## config.mk

```make
export PLATFORM = sky130hd
export DESIGN_NAME = translation_rotation_dominance_lock_flat
export DESIGN_NICKNAME = d
export VERILOG_FILES = /design/src/rtl/core/trdl_pkg.sv /design/src/rtl/core/trdl_if.sv /design/src/rtl/core/trdl_lane.sv /design/src/rtl/core/trdl_merge.sv /design/src/rtl/core/translation_rotation_dominance_lock.sv /design/src/flat_wrapper.sv
export SDC_FILE = /design/constraint.sdc
export NUM_CORES = 1
export LEC_CHECK = 0
export BUFFER_PORTS_ARGS = -buffer_cell sky130_fd_sc_hd__buf_2
export CAP_MARGIN = 15
export CORE_MARGIN = 2
export CORE_UTILIZATION = 60
export DETAILED_ROUTE_END_ITERATION = 8
export PLACE_DENSITY = 0.89
export SETUP_SLACK_MARGIN = 0.15
export SYNTH_ARGS = -nofsm -noshare
export SYNTH_HDL_FRONTEND = slang
export SYNTH_SLANG_ARGS = --single-unit
```

## constraint.sdc

```tcl
create_clock -name clk -period 6.1 [get_ports clk]
set_input_delay 0.915 -clock clk [delete_from_list [all_inputs] [get_ports clk]]
set_output_delay 0.915 -clock clk [all_outputs]
set_load 0.005 [all_outputs]
```

## src/rtl/core/trdl_pkg.sv

```systemverilog
// Package for the translation/rotation dominance lock: widths, codes, config type.
`timescale 1ns / 1ps
`default_nettype none
package trdl_pkg;

  localparam int AXIS_W = 10;
  localparam int REG_W  = 11;
  localparam int SUM_W  = 11;
  localparam int IDX_W  = 2;
  localparam int LANE_N = 3;

  // saturation bound applied to every axis
  localparam int FULL_SCALE = 350;

  localparam logic [IDX_W-1:0] REG_HYSTERESIS = 2'd0;
  localparam logic [IDX_W-1:0] REG_RELAX      = 2'd1;
  localparam logic [IDX_W-1:0] REG_ENGAGE     = 2'd2;

  localparam logic [REG_W-1:0] HYSTERESIS_RST = 11'd0;
  localparam logic [REG_W-1:0] RELAX_RST      = 11'd35;
  localparam logic [REG_W-1:0] ENGAGE_RST     = 11'd15;

  localparam logic [1:0] LOCK_NEUTRAL = 2'd0;
  localparam logic [1:0] LOCK_TRANS   = 2'd1;
  localparam logic [1:0] LOCK_ROT     = 2'd2;

  typedef logic signed [AXIS_W-1:0] axis_t;

  typedef struct packed {
    logic [REG_W-1:0] hysteresis;
    logic [REG_W-1:0] relax_threshold;
    logic [REG_W-1:0] engage_minimum;
  } cfg_t;

endpackage
`default_nettype wire

```

## src/rtl/core/trdl_if.sv

```systemverilog
// Item channels: input motion frame and output locked frame.
`timescale 1ns / 1ps
`default_nettype none
interface trdl_in_if;
  logic valid;
  logic ready;
  logic signed [trdl_pkg::AXIS_W-1:0] trans_x;
  logic signed [trdl_pkg::AXIS_W-1:0] trans_y;
  logic signed [trdl_pkg::AXIS_W-1:0] trans_z;
  logic signed [trdl_pkg::AXIS_W-1:0] rot_x;
  logic signed [trdl_pkg::AXIS_W-1:0] rot_y;
  logic signed [trdl_pkg::AXIS_W-1:0] rot_z;

  modport source (output valid, trans_x, trans_y, trans_z, rot_x, rot_y, rot_z,
                  input ready);
  modport sink   (input valid, trans_x, trans_y, trans_z, rot_x, rot_y, rot_z,
                  output ready);
endinterface

interface trdl_out_if;
  logic valid;
  logic ready;
  logic signed [trdl_pkg::AXIS_W-1:0] out_trans_x;
  logic signed [trdl_pkg::AXIS_W-1:0] out_trans_y;
  logic signed [trdl_pkg::AXIS_W-1:0] out_trans_z;
  logic signed [trdl_pkg::AXIS_W-1:0] out_rot_x;
  logic signed [trdl_pkg::AXIS_W-1:0] out_rot_y;
  logic signed [trdl_pkg::AXIS_W-1:0] out_rot_z;
  logic [1:0]                         lock_state;

  modport source (output valid, out_trans_x, out_trans_y, out_trans_z,
                  out_rot_x, out_rot_y, out_rot_z, lock_state, input ready);
  modport sink   (input valid, out_trans_x, out_trans_y, out_trans_z,
                  out_rot_x, out_rot_y, out_rot_z, lock_state, output ready);
endinterface
`default_nettype wire

```

## src/rtl/core/trdl_lane.sv

```systemverilog
// Group lane: saturates three axes and registers them with their magnitude sum.
`timescale 1ns / 1ps
`default_nettype none
module trdl_lane (
  input  logic                clk,
  input  logic                load,
  input  trdl_pkg::axis_t     axis_in [trdl_pkg::LANE_N],
  output trdl_pkg::axis_t     axis_q  [trdl_pkg::LANE_N],
  output logic [trdl_pkg::SUM_W-1:0] sum_q
);

  localparam int WIDE_W = 17;
  localparam logic signed [WIDE_W-1:0] FS_POS = WIDE_W'(trdl_pkg::FULL_SCALE);
  localparam logic signed [WIDE_W-1:0] FS_NEG = -FS_POS;

  logic signed [WIDE_W-1:0]   wide [trdl_pkg::LANE_N];
  logic signed [WIDE_W-1:0]   sat  [trdl_pkg::LANE_N];
  logic [trdl_pkg::SUM_W-1:0] mag  [trdl_pkg::LANE_N];
  logic [trdl_pkg::SUM_W-1:0] sum_next;

  always_comb begin
    sum_next = '0;
    for (int i = 0; i < trdl_pkg::LANE_N; i++) begin
      wide[i] = WIDE_W'(axis_in[i]);
      if (wide[i] > FS_POS) begin
        sat[i] = FS_POS;
      end else if (wide[i] < FS_NEG) begin
        sat[i] = FS_NEG;
      end else begin
        sat[i] = wide[i];
      end
      mag[i]   = (sat[i] < 0) ? trdl_pkg::SUM_W'(-sat[i]) : trdl_pkg::SUM_W'(sat[i]);
      sum_next = sum_next + mag[i];
    end
  end

  always_ff @(posedge clk) begin
    if (load) begin
      for (int i = 0; i < trdl_pkg::LANE_N; i++) begin
        axis_q[i] <= trdl_pkg::AXIS_W'(sat[i]);
      end
      sum_q <= sum_next;
    end
  end

endmodule
`default_nettype wire

```

## src/rtl/core/trdl_merge.sv

```systemverilog
// Merge stage: lock state machine on the two group sums, muting and output register.
`timescale 1ns / 1ps
`default_nettype none
module trdl_merge (
  input  logic                       clk,
  input  logic                       rst,
  input  logic                       load,
  input  trdl_pkg::cfg_t             cfg,
  input  logic [trdl_pkg::SUM_W-1:0] sum_t,
  input  logic [trdl_pkg::SUM_W-1:0] sum_r,
  input  trdl_pkg::axis_t            trans_in [trdl_pkg::LANE_N],
  input  trdl_pkg::axis_t            rot_in   [trdl_pkg::LANE_N],
  output trdl_pkg::axis_t            trans_q  [trdl_pkg::LANE_N],
  output trdl_pkg::axis_t            rot_q    [trdl_pkg::LANE_N],
  output logic [1:0]                 lock_state
);

  typedef enum logic [1:0] {
    NEUTRAL = trdl_pkg::LOCK_NEUTRAL,
    TRANS   = trdl_pkg::LOCK_TRANS,
    ROT     = trdl_pkg::LOCK_ROT
  } lock_t;

  localparam int CMP_W = trdl_pkg::SUM_W + 1;

  lock_t lock_mode, base, lock_next;
  logic  relax;
  logic [CMP_W-1:0] t_ext, r_ext, t_plus_h, r_plus_h;

  always_comb begin
    t_ext    = CMP_W'(sum_t);
    r_ext    = CMP_W'(sum_r);
    t_plus_h = t_ext + CMP_W'(cfg.hysteresis);
    r_plus_h = r_ext + CMP_W'(cfg.hysteresis);
    relax    = (sum_t < cfg.relax_threshold) && (sum_r < cfg.relax_threshold);
    base     = relax ? NEUTRAL : lock_mode;
    lock_next = base;
    case (base)
      TRANS: begin
        if (r_ext > t_plus_h) lock_next = ROT;
      end
      ROT: begin
        if (t_ext > r_plus_h) lock_next = TRANS;
      end
      default: begin
        lock_next = NEUTRAL;
        if (sum_r > sum_t && sum_r >= cfg.engage_minimum) begin
          lock_next = ROT;
        end else if (sum_t > sum_r && sum_t >= cfg.engage_minimum) begin
          lock_next = TRANS;
        end
      end
    endcase
  end

  always_ff @(posedge clk) begin
    if (rst) begin
      lock_mode  <= NEUTRAL;
      lock_state <= trdl_pkg::LOCK_NEUTRAL;
    end else if (load) begin
      lock_mode  <= lock_next;
      lock_state <= lock_next;
      for (int i = 0; i < trdl_pkg::LANE_N; i++) begin
        trans_q[i] <= (lock_next == ROT)   ? '0 : trans_in[i];
        rot_q[i]   <= (lock_next == TRANS) ? '0 : rot_in[i];
      end
    end
  end

endmodule
`default_nettype wire

```

## src/rtl/core/translation_rotation_dominance_lock.sv

```systemverilog
// Top level of the translation/rotation dominance lock.
//
// frame (sink): one six-axis motion item per handshake, accepted when
//   valid and ready are both high. result (source): one item per frame,
//   the axes of the non-dominant group zeroed, plus the lock state after
//   the frame (0 neutral, 1 translation, 2 rotation).
// wr_en/wr_index/wr_data: register writes (0 hysteresis, 1 relax threshold,
//   2 engage minimum); other indexes are ignored. Write only while idle.
// Path: an accepted frame is registered in the lane stage, then in the merge
//   stage's result register. Throughput: one item per cycle while result is
//   not stalled; the two group lanes saturate and sum in the first stage, the
//   merge stage updates the lock and registers the result in the second.
// When result is stalled the result register holds, the lane stage fills,
//   and frame.ready drops only while both stages are full; it rises again
//   in the same cycle that result.ready returns.
// Reset (rst, synchronous): both stages empty, lock neutral, registers
//   back to hysteresis 0, relax threshold 35, engage minimum 15.
`timescale 1ns / 1ps
`default_nettype none
module translation_rotation_dominance_lock (
  input  logic                         clk,
  input  logic                         rst,
  trdl_in_if.sink                      frame,
  trdl_out_if.source                   result,
  input  logic                         wr_en,
  input  logic [trdl_pkg::IDX_W-1:0]   wr_index,
  input  logic [trdl_pkg::REG_W-1:0]   wr_data
);

  trdl_pkg::cfg_t cfg;
  logic s1_valid, out_valid, advance, load_in, load_out;

  trdl_pkg::axis_t trans_in [trdl_pkg::LANE_N];
  trdl_pkg::axis_t rot_in   [trdl_pkg::LANE_N];
  trdl_pkg::axis_t trans_s1 [trdl_pkg::LANE_N];
  trdl_pkg::axis_t rot_s1   [trdl_pkg::LANE_N];
  trdl_pkg::axis_t trans_q  [trdl_pkg::LANE_N];
  trdl_pkg::axis_t rot_q    [trdl_pkg::LANE_N];
  logic [trdl_pkg::SUM_W-1:0] sum_t, sum_r;
  logic [1:0] lock_q;

  always_ff @(posedge clk) begin
    if (rst) begin
      cfg.hysteresis      <= trdl_pkg::HYSTERESIS_RST;
      cfg.relax_threshold <= trdl_pkg::RELAX_RST;
      cfg.engage_minimum  <= trdl_pkg::ENGAGE_RST;
    end else if (wr_en) begin
      case (wr_index)
        trdl_pkg::REG_HYSTERESIS: cfg.hysteresis      <= wr_data;
        trdl_pkg::REG_RELAX:      cfg.relax_threshold <= wr_data;
        trdl_pkg::REG_ENGAGE:     cfg.engage_minimum  <= wr_data;
        default: ;
      endcase
    end
  end

  assign advance     = !out_valid || result.ready;
  assign load_out    = s1_valid && advance;
  assign frame.ready = !s1_valid || advance;
  assign load_in     = frame.valid && frame.ready;

  always_ff @(posedge clk) begin
    if (rst) begin
      s1_valid  <= 1'b0;
      out_valid <= 1'b0;
    end else begin
      if (frame.ready) s1_valid <= frame.valid;
      if (advance) out_valid <= s1_valid;
    end
  end

  assign trans_in[0] = frame.trans_x;
  assign trans_in[1] = frame.trans_y;
  assign trans_in[2] = frame.trans_z;
  assign rot_in[0]   = frame.rot_x;
  assign rot_in[1]   = frame.rot_y;
  assign rot_in[2]   = frame.rot_z;

  trdl_lane u_lane_trans (
    .clk     (clk),
    .load    (load_in),
    .axis_in (trans_in),
    .axis_q  (trans_s1),
    .sum_q   (sum_t)
  );

  trdl_lane u_lane_rot (
    .clk     (clk),
    .load    (load_in),
    .axis_in (rot_in),
    .axis_q  (rot_s1),
    .sum_q   (sum_r)
  );

  trdl_merge u_merge (
    .clk        (clk),
    .rst        (rst),
    .load       (load_out),
    .cfg        (cfg),
    .sum_t      (sum_t),
    .sum_r      (sum_r),
    .trans_in   (trans_s1),
    .rot_in     (rot_s1),
    .trans_q    (trans_q),
    .rot_q      (rot_q),
    .lock_state (lock_q)
  );

  assign result.valid       = out_valid;
  assign result.out_trans_x = trans_q[0];
  assign result.out_trans_y = trans_q[1];
  assign result.out_trans_z = trans_q[2];
  assign result.out_rot_x   = rot_q[0];
  assign result.out_rot_y   = rot_q[1];
  assign result.out_rot_z   = rot_q[2];
  assign result.lock_state  = lock_q;

  a_no_code_three: assert property (@(posedge clk) disable iff (rst)
    result.valid |-> result.lock_state != 2'b11)
    else $error("lock state code three on output");

  a_rot_mutes_trans: assert property (@(posedge clk) disable iff (rst)
    result.valid && result.lock_state == trdl_pkg::LOCK_ROT |->
      result.out_trans_x == '0 && result.out_trans_y == '0 && result.out_trans_z == '0)
    else $error("translation not muted under rotation lock");

  a_trans_mutes_rot: assert property (@(posedge clk) disable iff (rst)
    result.valid && result.lock_state == trdl_pkg::LOCK_TRANS |->
      result.out_rot_x == '0 && result.out_rot_y == '0 && result.out_rot_z == '0)
    else $error("rotation not muted under translation lock");

  a_full_blocks_input: assert property (@(posedge clk) disable iff (rst)
    s1_valid && out_valid && !result.ready |-> !frame.ready)
    else $error("input taken while both stages are full and stalled");

  a_accept_fills_stage: assert property (@(posedge clk) disable iff (rst)
    frame.valid && frame.ready |=> s1_valid)
    else $error("accepted item lost from lane stage");

endmodule
`default_nettype wire
```

## src/flat_wrapper.sv

```systemverilog
// flat-port wrapper written by rule: the top's interface ports become plain ports
module translation_rotation_dominance_lock_flat 
  (clk, rst, wr_en, wr_index, wr_data, frame_valid, frame_trans_x, frame_trans_y, frame_trans_z, frame_rot_x, frame_rot_y, frame_rot_z, frame_ready, result_valid, result_out_trans_x, result_out_trans_y, result_out_trans_z, result_out_rot_x, result_out_rot_y, result_out_rot_z, result_lock_state, result_ready);
  trdl_in_if frame_i ();
  trdl_out_if result_i ();
  input  logic clk;
  input  logic rst;
  input  logic wr_en;
  input  logic [trdl_pkg::IDX_W-1:0] wr_index;
  input  logic [trdl_pkg::REG_W-1:0] wr_data;
  input wire logic [$bits(frame_i.valid)-1:0] frame_valid;
  input wire logic [$bits(frame_i.trans_x)-1:0] frame_trans_x;
  input wire logic [$bits(frame_i.trans_y)-1:0] frame_trans_y;
  input wire logic [$bits(frame_i.trans_z)-1:0] frame_trans_z;
  input wire logic [$bits(frame_i.rot_x)-1:0] frame_rot_x;
  input wire logic [$bits(frame_i.rot_y)-1:0] frame_rot_y;
  input wire logic [$bits(frame_i.rot_z)-1:0] frame_rot_z;
  output wire logic [$bits(frame_i.ready)-1:0] frame_ready;
  output wire logic [$bits(result_i.valid)-1:0] result_valid;
  output wire logic [$bits(result_i.out_trans_x)-1:0] result_out_trans_x;
  output wire logic [$bits(result_i.out_trans_y)-1:0] result_out_trans_y;
  output wire logic [$bits(result_i.out_trans_z)-1:0] result_out_trans_z;
  output wire logic [$bits(result_i.out_rot_x)-1:0] result_out_rot_x;
  output wire logic [$bits(result_i.out_rot_y)-1:0] result_out_rot_y;
  output wire logic [$bits(result_i.out_rot_z)-1:0] result_out_rot_z;
  output wire logic [$bits(result_i.lock_state)-1:0] result_lock_state;
  input wire logic [$bits(result_i.ready)-1:0] result_ready;
  assign frame_i.valid = frame_valid;
  assign frame_i.trans_x = frame_trans_x;
  assign frame_i.trans_y = frame_trans_y;
  assign frame_i.trans_z = frame_trans_z;
  assign frame_i.rot_x = frame_rot_x;
  assign frame_i.rot_y = frame_rot_y;
  assign frame_i.rot_z = frame_rot_z;
  assign frame_ready = frame_i.ready;
  assign result_valid = result_i.valid;
  assign result_out_trans_x = result_i.out_trans_x;
  assign result_out_trans_y = result_i.out_trans_y;
  assign result_out_trans_z = result_i.out_trans_z;
  assign result_out_rot_x = result_i.out_rot_x;
  assign result_out_rot_y = result_i.out_rot_y;
  assign result_out_rot_z = result_i.out_rot_z;
  assign result_lock_state = result_i.lock_state;
  assign result_i.ready = result_ready;
  translation_rotation_dominance_lock u_core (.clk(clk), .rst(rst), .frame(frame_i), .result(result_i), .wr_en(wr_en), .wr_index(wr_index), .wr_data(wr_data));
endmodule
```

==> results of run 1 <==
## sequential cells by signal, indices dropped and copies added (netlist names), 2 cells and up
register,flops
u_core.cfg,33
u_core.u_lane_rot.axis_q,30
u_core.u_lane_trans.axis_q,30
u_core.u_merge.rot_q,30
u_core.u_merge.trans_q,30
u_core.u_lane_rot.sum_q,11
u_core.u_lane_trans.sum_q,11
u_core.u_merge.lock_mode,2
## per-layer routing
metal  vias up  routed length (microns)  GRT usage [%]
li1       4981                        -              -
met1      4862                    12610          35.80
met2       432                    14600          46.13
met3        91                     1918          5.556
met4         0                     1056          12.38
met5         -                        0              0
## logic make-up (layout without fill, tap and decap cells)
family | after synthesis | count (layout) | synth area share [%]
simple gates | 490 | 490 | 19.93
compound gates | 282 | 282 | 14.17
flops | 179 | 179 | 40.22
buf+inv | 163 | 306 | 4.997
fa+ha+maj | 154 | 154 | 16.93
xor+xnor | 42 | 42 | 2.956
mux | 10 | 10 | 0.8044
## critical path, stage by stage
cell and delay, ns:
buf_2 0.14, o41a_1 0.43, o21a_1 0.17, o21ai_0 0.15, ha_1 0.40, nor3_1 0.52
ha_1 0.28, nor2_1 0.08, xnor2_1 0.16, nor2_1 0.09, fa_1 0.53, inv_1 0.07
ha_1 0.29, a21o_1 0.17, a21oi_1 0.24, o21bai_1 0.10, a21oi_1 0.22, o21ai_0 0.20
a21o_1 0.22, a21oi_1 0.16, xor2_1 0.09
## power by group
group,switching (mW),internal [mW],leakage [nW]
combinational,1.33,0.995,4.04
sequential,0.178,1.59,1.66
clock,0.498,0.618,0.292
total,2.01,3.21,5.99
## worst min path at each step
stage | to | slack, ns | cells past startpoint
2_1_floorplan | u_core.cfg[10] | 0.44 | 2
3_3_place_gp | u_core.cfg[13] | 0.44 | 2
3_5_place_dp | u_core.cfg[5] | 0.45 | 2
4_1_cts | u_core.cfg[5] | 0.46 | 2
5_1_grt | u_core.cfg[6] | 0.48 | 2
6_report | u_core.cfg[21] | 0.46 | 2
## per-stage QoR
step           instances  setup WS (ns)
5_1_grt             1733         0.3302
2_1_floorplan       1320         0.7940
3_5_place_dp        1700         0.3291
3_3_place_gp        1700         0.4880
6_report            1733         0.6333
4_1_cts             1732         0.6974
## cells in the mapped netlist, drive strengths merged (3+ instances only)
cell     instances
o2111ai          3
clkbuf          34
nand2          110
o41ai            4
nor2b           49
nand3           33
nor4b            3
o211ai           7
inv            121
or2              7
or4              7
o21a             7
a21boi           4
a211oi          15
a21oi           98
nand4           12
ha             130
nand3b          13
fa              24
or3             15
o21ai           60
and3             6
a21o            17
and2            34
nor3b            5
nor3            28
o311ai           3
a31o             6
a311oi           3
nor4            16
dfxtp           37
buf              8
mux2i           10
nand2b          16
nor2           127
xor2            19
xnor2           23
a211o            5
o31ai           12
edfxtp         142
o21bai          11
a31oi           14
## cell type report
type                            count  area, sq um  share of cell area, %
Sequential cell                   179         5005                  35.65
Clock inverter                     14        167.7                  1.194
Multi-Input combinational cell    978         6842                  48.73
Timing Repair Buffer              153        803.3                  5.722
Inverter                          121        454.2                  3.235
Tap cell                          270        337.8                  2.406
Clock buffer                       18        429.2                  3.057
==> impl_metrics.yaml, run 1 <==
status:
  outcome: "complete, no violations"
logic_synthesis:
  yosys_warnings: 0
  synth_area_sq_um: 12440
  yosysTopAreaCell: "edfxtp_1"
  yosys-top-cells-area: "edfxtp_1, ha_1, dfxtp_1, a21oi_1, fa_1"
  avgSynthCellArea_sq_um: 9.428
  synth_fp_nets: 1552
  synth_ff_type: "edfxtp_1"
  synth_top_area_share_pct: 34.27
  seq_area_frac_synth_pct: 40.22
  synth_edf_count: 142
  ys_ff_latch: 179
  async_flop_share_pct: 0
  synth_cells: 1320
  synth.distinct_cells: 65
power:
  power.total_mw: 5.212
  p_per_area_nw_per_um2: 371.3
  ir_drop_mv: 0.2595
  cellLeakagePower_nw: 5.990
timing:
  tns_ns: 0
  finalHoldViolations: 0
  fin_crit_ns: 5.467
  final.setup_skew_ns: 0.02252
  fin_crit_sh_pct: 89.62
  setup_viol_count_final: 0
  hold_slack_ns: 0.4577
  rsz0062_at_grt: "no"
  relSlewSlack_pct: 38.88
  timing.fmax_ghz: 0.1829
  finalMaxSlewViolations: 0
  worst_pin_slew_ns: 0.9134
layout:
  postLayoutCellArea_sq_um: 14040
  fin_nets: 1682
  final_cell_mix: "edfxtp_1, buf_2, ha_1"
  diodes: 0
  final_common_cell: "edfxtp_1"
  syn_to_final_growth_pct: 12.81
  drive_above_1_share_pct: 14.01
  fillers: 1526
  postLayoutCoreUtil_pct: 69.16
grt:
  grt_use_total_pct: 27.92
  antenna_found_initial: 0
  grt_max_degree: 72
  gr-total-overflow: 0
  first_global_vias: 10094
  grt_pass1_wl_microns: 48890
place:
  dp_hpwl_microns: 22130
  portBuffers: 141
  gp_congestion: 0.9068
  place_area_sq_um: 13430
cts:
  clock-sinks: 179
  cts_buffer_depth: 2
  cts.repair.resized: 0
  clk_pin_slew_ns: 0.07
  root_buffer: "clkbuf_16"
  cts_tree: "yes"
  insertion_delay_ns: 0.45
  post_cts_buffers: 0
  htreeDepth: 4
  numCtsBuffers: 17
  cts_hold_buf: 0
floorplanning:
  ios: 142
  initial_utilization_pct: 61.30
  dieWidth_microns: 148.0
  die_area_sq_um: 21910
  die-height_microns: 148.0
  rows: 52
  core-area_sq_um: 20300
route:
  routed_wl_microns: 30180
  drc_errors: 0
  vias_per_cell: 5.982
  post_drt_wl_per_cell_microns: 17.42
  drt-pass1-iter-count: 7
  num_vias: 10366
  ant_nets: 0
  first_iter_violations: 980
setup_path:
  critPathKind: "in2reg"
  crit_end: "u_core.u_lane_rot.sum_q[10]"
  ff2ff_path_depth: 21
  worstSetupStartpointType: "input pin"
  r2r_start: "u_core.u_lane_trans.sum_q[0]"
  cp.arrival_ns: 5.65
  cp.required_ns: 6.28
  reg2reg_to: "u_core.u_merge.trans_q[7]"
  cp_max_fo: 16
  startpoint: "frame_rot_z[4]"
  regToRegSetupSlack_ns: 1.22
  cp-end-kind: "register"
min_path:
  worstHoldPathType: "reg2reg"
  hp-start: "u_core.cfg[21]"
job:
  drv_cap: 0
Note: power is estimated with default switching activity, not from simulation.
==> run 2: changes to the inputs <==
Settings changed: CORE_UTILIZATION 60 to 55, PLACE_DENSITY 0.89 to 0.83.
Clock period 6.1 ns to 5.2 ns, I/O delays scaled along.
==> run 2 against run 1 <==
Count of clock-buffer cells in the layout is 1 lower; sequential power increased by 18%; global-route usage decreased by 2.3 points; critical path depth unchanged; critical path type unchanged.
==> impl_metrics.yaml, run 2 (synthesized netlist as in run 1, its figures left out) <==
status:
  outcome: "complete, no violations"
min_path:
  hp-start: "u_core.cfg[18]"
  worstHoldPathType: "reg2reg"
  whs_path_depth: 2
  holdPathEnd: "u_core.cfg[18]"
power:
  ir_drop_mv: 0.2716
  power_frac_comb_pct: 45.9
  cellLeakagePower_nw: 6.132
  clockPowerShare_pct: 20.3
  seq_power_share_pct: 33.7
  p_sw_share_pct: 39.08
  p_switching_mw: 2.418
  power.total_mw: 6.189
  p_per_area_nw_per_um2: 431.2
  p_int_mw: 3.770
cts:
  htreeDepth: 4
  clock-sinks: 179
  cts_buffer_depth: 2
  clk_pin_slew_ns: 0.07
  insertion_delay_ns: 0.43
  root_buffer: "clkbuf_16"
  numCtsBuffers: 17
  cts_tree: "yes"
job:
  drv_cap: 0
place:
  place_area_sq_um: 13660
  portBuffers: 141
  dp_hpwl_microns: 22790
  dp_cells: 1743
  gp_congestion: 0.9910
layout:
  diodes: 0
  syn_to_final_growth_pct: 15.32
  final_common_cell: "edfxtp_1"
  fin_nets: 1716
  largest_reg_flops: 33
  postLayoutCellArea_sq_um: 14350
  postLayoutCoreUtil_pct: 63.97
  final_cell_mix: "edfxtp_1, buf_2, ha_1"
  drive_above_1_share_pct: 16.57
  fin_cells: 1782
  largest-register: "u_core.cfg"
setup_path:
  regToRegSetupSlack_ns: 0.48
  reg2reg_to: "u_core.u_merge.trans_q[29]"
  cp_cell_sequence: "buf_2 > o41a_1 > o21a_1 > o21ai_0 > ha_1 > nand3b_1 > ha_1 > nor2_1 > xnor2_1 > nor2_1 > fa_1 > inv_1 > ha_1 > a21o_1 > a21oi_2 > o21bai_1 > a21oi_1 > o21ai_1 > a21o_1 > a21oi_1 > xor2_1"
  cp.arrival_ns: 4.95
  max_stage_delay_ns: 0.53
  path_delay_family: "compound AO/OA/AOI/OAI gates"
  critPathSlowestCell: "fa_1"
  cp_max_fo: 7
  worst-path-buf-inv: 2
  worstSetupStartpointType: "input pin"
  r2r_start: "u_core.u_lane_trans.sum_q[0]"
  ff2ff_path_depth: 21
  crit_top_cell: "ha_1"
  cp.required_ns: 5.37
  cp-end-kind: "register"
  critPathKind: "in2reg"
grt:
  gr-total-overflow: 0
  grt_max_degree: 54
  grt_pass1_wl_microns: 49140
  antenna_found_initial: 0
  first_global_vias: 10116
  grt_use_total_pct: 25.58
timing:
  fin_crit_ns: 4.774
  timing.fmax_ghz: 0.2095
  tns_ns: 0
  rsz0062_at_grt: "no"
  finalMaxSlewViolations: 0
  finalHoldViolations: 0
  final.setup_skew_ns: 0.01288
  worst_pin_slew_ns: 0.9173
  relSlewSlack_pct: 38.72
  fin_crit_sh_pct: 91.81
  setup_viol_count_final: 0
floorplanning:
  die_area_sq_um: 23850
  core-area_sq_um: 22430
  die-height_microns: 154.4
  dieWidth_microns: 154.4
  rows: 55
  ios: 142
  initial_utilization_pct: 55.47
route:
  vias_per_cell: 5.885
  post_drt_wl_per_cell_microns: 17.31
  num_vias: 10487
  drc_errors: 0
  routed_wl_microns: 30840
  first_iter_violations: 902
  drt-pass1-iter-count: 7
  ant_nets: 0
[run 2: metrics by stage]
step	hold WS, ns	worst slack (ns)
final	0.4609	0.4257
after global routing	0.4789	0.1513
after CTS	0.4611	0.2029
after detailed placement	0.4509	-0.002511
after global placement	0.4431	0.03037
after floorplan	0.4363	0.1523
[run 2: cell type report]
type                            instances  area, sq um
Inverter                              121        454.2
Tap cell                              285        356.6
Clock inverter                         15        145.1
Clock buffer                           17        425.4
Multi-Input combinational cell        979         6922
Sequential cell                       179         5005
Fill cell                            1760         8083
Timing Repair Buffer                  186         1044
[run 2: worst max path at each step]
stage                               endpoint                          from  depth (start not counted)  slack [ns]
6_report         u_core.u_lane_rot.sum_q[10]                frame_rot_z[2]                         21        0.43
5_1_grt        u_core.u_lane_trans.sum_q[10]              frame_trans_y[4]                         22        0.15
4_1_cts           u_core.u_merge.trans_q[29]  u_core.u_lane_trans.sum_q[0]                         20        0.20
3_5_place_dp   u_core.u_lane_trans.sum_q[10]              frame_trans_z[2]                         23      -0.003
3_3_place_gp     u_core.u_lane_rot.sum_q[10]                frame_rot_x[4]                         19        0.03
2_1_floorplan  u_core.u_lane_trans.sum_q[10]              frame_trans_z[2]                         24        0.15
[run 2: timing repair]
item	in CTS	in global routing
setup buffers	0	6
resized for setup	0	14
endpoints found under the hold margin	0	0
hold buffers	0	0
setup endpoints to repair	0	36
[run 2: worst register-to-register path, delay by kind of cell (launching register included)]
kind | cells | cell delay (ns)
AO/OA/AOI/OAI | 11 | 1.61
AND/OR/NAND/NOR | 5 | 1.20
adder cells (fa/ha/maj) | 3 | 1.00
flip-flops | 1 | 0.41
buffers and inverters | 2 | 0.24
[run 2: power by group through the flow]
stage	clock network (mW)	logic, mW	registers (mW)
global placement	0	2.54	2.10
global route	1.33	3.19	2.10
detailed placement	0	2.65	2.11
CTS	1.27	2.70	2.08
floorplan	0	1.97	2.02
finish	1.26	2.84	2.09
[run 2: per-layer routing]
| layer | global-route usage [%] | vias to the layer above | routed length, microns |
|---|---|---|---|
| li1 | - | 5048 | - |
| met1 | 32.84 | 4960 | 13060 |
| met2 | 43.84 | 392 | 14990 |
| met3 | 4.539 | 87 | 1816 |
| met4 | 8.818 | 0 | 967 |
| met5 | 0 | - | 0 |
==> run 3: changes to the inputs <==
Clock period 5.2 ns to 5.9 ns, I/O delays scaled along.
==> run 3 against run 2 <==
Non-clock buffer count shrank 33; register-to-register slack gained 0.54 ns; flip-flop and latch count is the same; via count shrank 2.8%; sequential power shrank 12%; first-iteration DRC count shrank 23%; routed wire length shrank 5.7%; clock power shrank 12%; critical path depth grew 1; hold slack lost 0.0031 ns; worst setup slack gained 0.16 ns; combinational power shrank 18%.
==> impl_metrics.yaml, run 3 (synthesized netlist as in run 1, its figures left out) <==
status:
  outcome: "complete, no violations"
floorplanning:
  initial_utilization_pct: 55.47
  die_area_sq_um: 23850
  ios: 142
  dieWidth_microns: 154.4
  die-height_microns: 154.4
  rows: 55
  core-area_sq_um: 22430
grt:
  first_global_vias: 9722
  grt_use_total_pct: 24.88
  grt_max_degree: 61
  busiest_layer: "met2"
  grtUsageMet1_pct: 32.89
  use_met3_pct: 3.755
  use_met2_pct: 41.50
  antenna_found_initial: 0
  grt_pass1_wl_microns: 47660
  gr-total-overflow: 0
job:
  drv_cap: 0
cts:
  numCtsBuffers: 17
  cts_tree: "yes"
  insertion_delay_ns: 0.44
  cts.repair.resized: 0
  clock-sinks: 179
  cts_hold_buf: 0
  post_cts_buffers: 0
  htreeDepth: 4
  cts_buffer_depth: 2
  clk_pin_slew_ns: 0.07
  root_buffer: "clkbuf_16"
layout:
  diodes: 0
  final_cell_mix: "edfxtp_1, buf_2, ha_1"
  seq_area_sq_um: 5005
  drive_above_1_share_pct: 14.08
  multi_input_area_sq_um: 6842
  largest-register: "u_core.cfg"
  largest_reg_flops: 33
  fillers: 1800
  fin_nets: 1682
  syn_to_final_growth_pct: 12.82
  final_common_cell: "edfxtp_1"
  fin_cells: 1748
timing:
  tns_ns: 0
  rsz0062_at_grt: "no"
  fin_crit_ns: 5.315
  setup_viol_count_final: 0
  fin_crit_sh_pct: 90.09
  finalMaxSlewViolations: 0
  worst_pin_slew_ns: 1.087
  timing.fmax_ghz: 0.1881
  relSlewSlack_pct: 27.54
  final.setup_skew_ns: 0.01358
  finalHoldViolations: 0
setup_path:
  startpoint: "frame_rot_x[4]"
  r2r_start: "u_core.u_lane_trans.sum_q[0]"
  regToRegSetupSlack_ns: 1.02
  max_stage_delay_ns: 0.51
  cp_max_fo: 12
  cp_cell_sequence: "buf_2 > o41a_1 > o21a_1 > o21ai_0 > ha_1 > inv_1 > nand3_1 > ha_1 > nor2_1 > xnor2_1 > nor2_1 > fa_1 > inv_1 > ha_1 > a21o_1 > a21oi_1 > o21bai_1 > a21oi_1 > o21ai_0 > a21o_1 > a21oi_1 > xor2_1"
  critPathSlowestCell: "fa_1"
  worstSetupStartpointType: "input pin"
  cp-end-kind: "register"
  reg2reg_to: "u_core.u_merge.trans_q[8]"
  cp_num_cells: 22
  path_delay_family: "compound AO/OA/AOI/OAI gates"
  cp.required_ns: 6.08
  ff2ff_path_depth: 20
  cp.arrival_ns: 5.49
  critPathKind: "in2reg"
  worst-path-buf-inv: 3
place:
  portBuffers: 141
  dp_hpwl_microns: 21630
  dp_cells: 1716
  gp_congestion: 0.9495
route:
  vias_per_cell: 5.832
  post_drt_wl_per_cell_microns: 16.65
  routed_wl_microns: 29100
  drt-pass1-iter-count: 5
  ant_nets: 0
  drc_errors: 0
  first_iter_violations: 692
  num_vias: 10195
power:
  cellLeakagePower_nw: 5.977
  p_per_area_nw_per_um2: 375.4
  ir_drop_mv: 0.2004
min_path:
  hp-start: "u_core.cfg[14]"
  holdPathEnd: "u_core.cfg[14]"
  whs_path_depth: 2
  worstHoldPathType: "reg2reg"
run 3: cell type report:
type                    instances  share of cell area, %
clock inverters                15                  1.150
flip-flops and latches        179                  35.65
clock buffers                  17                  3.030
well taps                     285                  2.540
multi-input cells             978                  48.73
repair buffers                153                  5.668
inverters                     121                  3.235
run 3: where the power goes:
part           switching (mW)  internal [mW]
logic                    1.32          0.999
registers               0.189           1.65
clock network           0.544          0.567
total                    2.06           3.21
run 3: per-layer routing:
| metal | share of wire, % | vias to the layer above |
|---|---|---|
| li1 | - | 4983 |
| met1 | 43 | 4753 |
| met2 | 48 | 392 |
| met3 | 6.0 | 67 |
| met4 | 3.1 | 0 |
| met5 | 0 | - |
run 3: stage by stage:
step	hold WS, ns	util (%)	worst slack, ns	instance area (sq um)	power (mW)
6_report	0.4579	62.58	0.5848	14040	5.271
5_1_grt	0.4783	62.58	0.2853	14040	5.677
3_5_place_dp	0.4468	59.97	0.2406	13450	4.128
3_3_place_gp	0.4425	59.97	0.4060	13450	4.037
4_1_cts	0.4560	62.58	0.6419	14040	5.272
2_1_floorplan	0.4363	-	0.6240	12440	3.514
run 3: how the worst max path moves through the flow:
stage,endpoint,slack [ns]
4_1_cts,u_core.u_lane_rot.sum_q[10],0.64
2_1_floorplan,u_core.u_lane_rot.sum_q[10],0.62
3_3_place_gp,u_core.u_lane_rot.sum_q[10],0.41
6_report,u_core.u_lane_rot.sum_q[10],0.58
3_5_place_dp,u_core.u_lane_rot.sum_q[10],0.24
5_1_grt,u_core.u_lane_rot.sum_q[10],0.29
run 3: worst reg2reg max path, stage by stage (launching register included):
cell and delay (ns):
edfxtp_1 0.40, ha_1 0.21, inv_1 0.07, fa_1 0.46, nor2b_1 0.12, o21ai_0 0.09, nand2b_1 0.12, a21oi_1 0.08
o21bai_1 0.20, a31oi_1 0.19, nor3_1 0.20, a311oi_1 0.07, ha_1 0.32, o21a_1 0.12, a21oi_1 0.06, or4_1 0.49
a21oi_1 0.24, nand3_1 0.13, a31oi_1 0.35, o21ai_2 0.38, and2_1 0.34
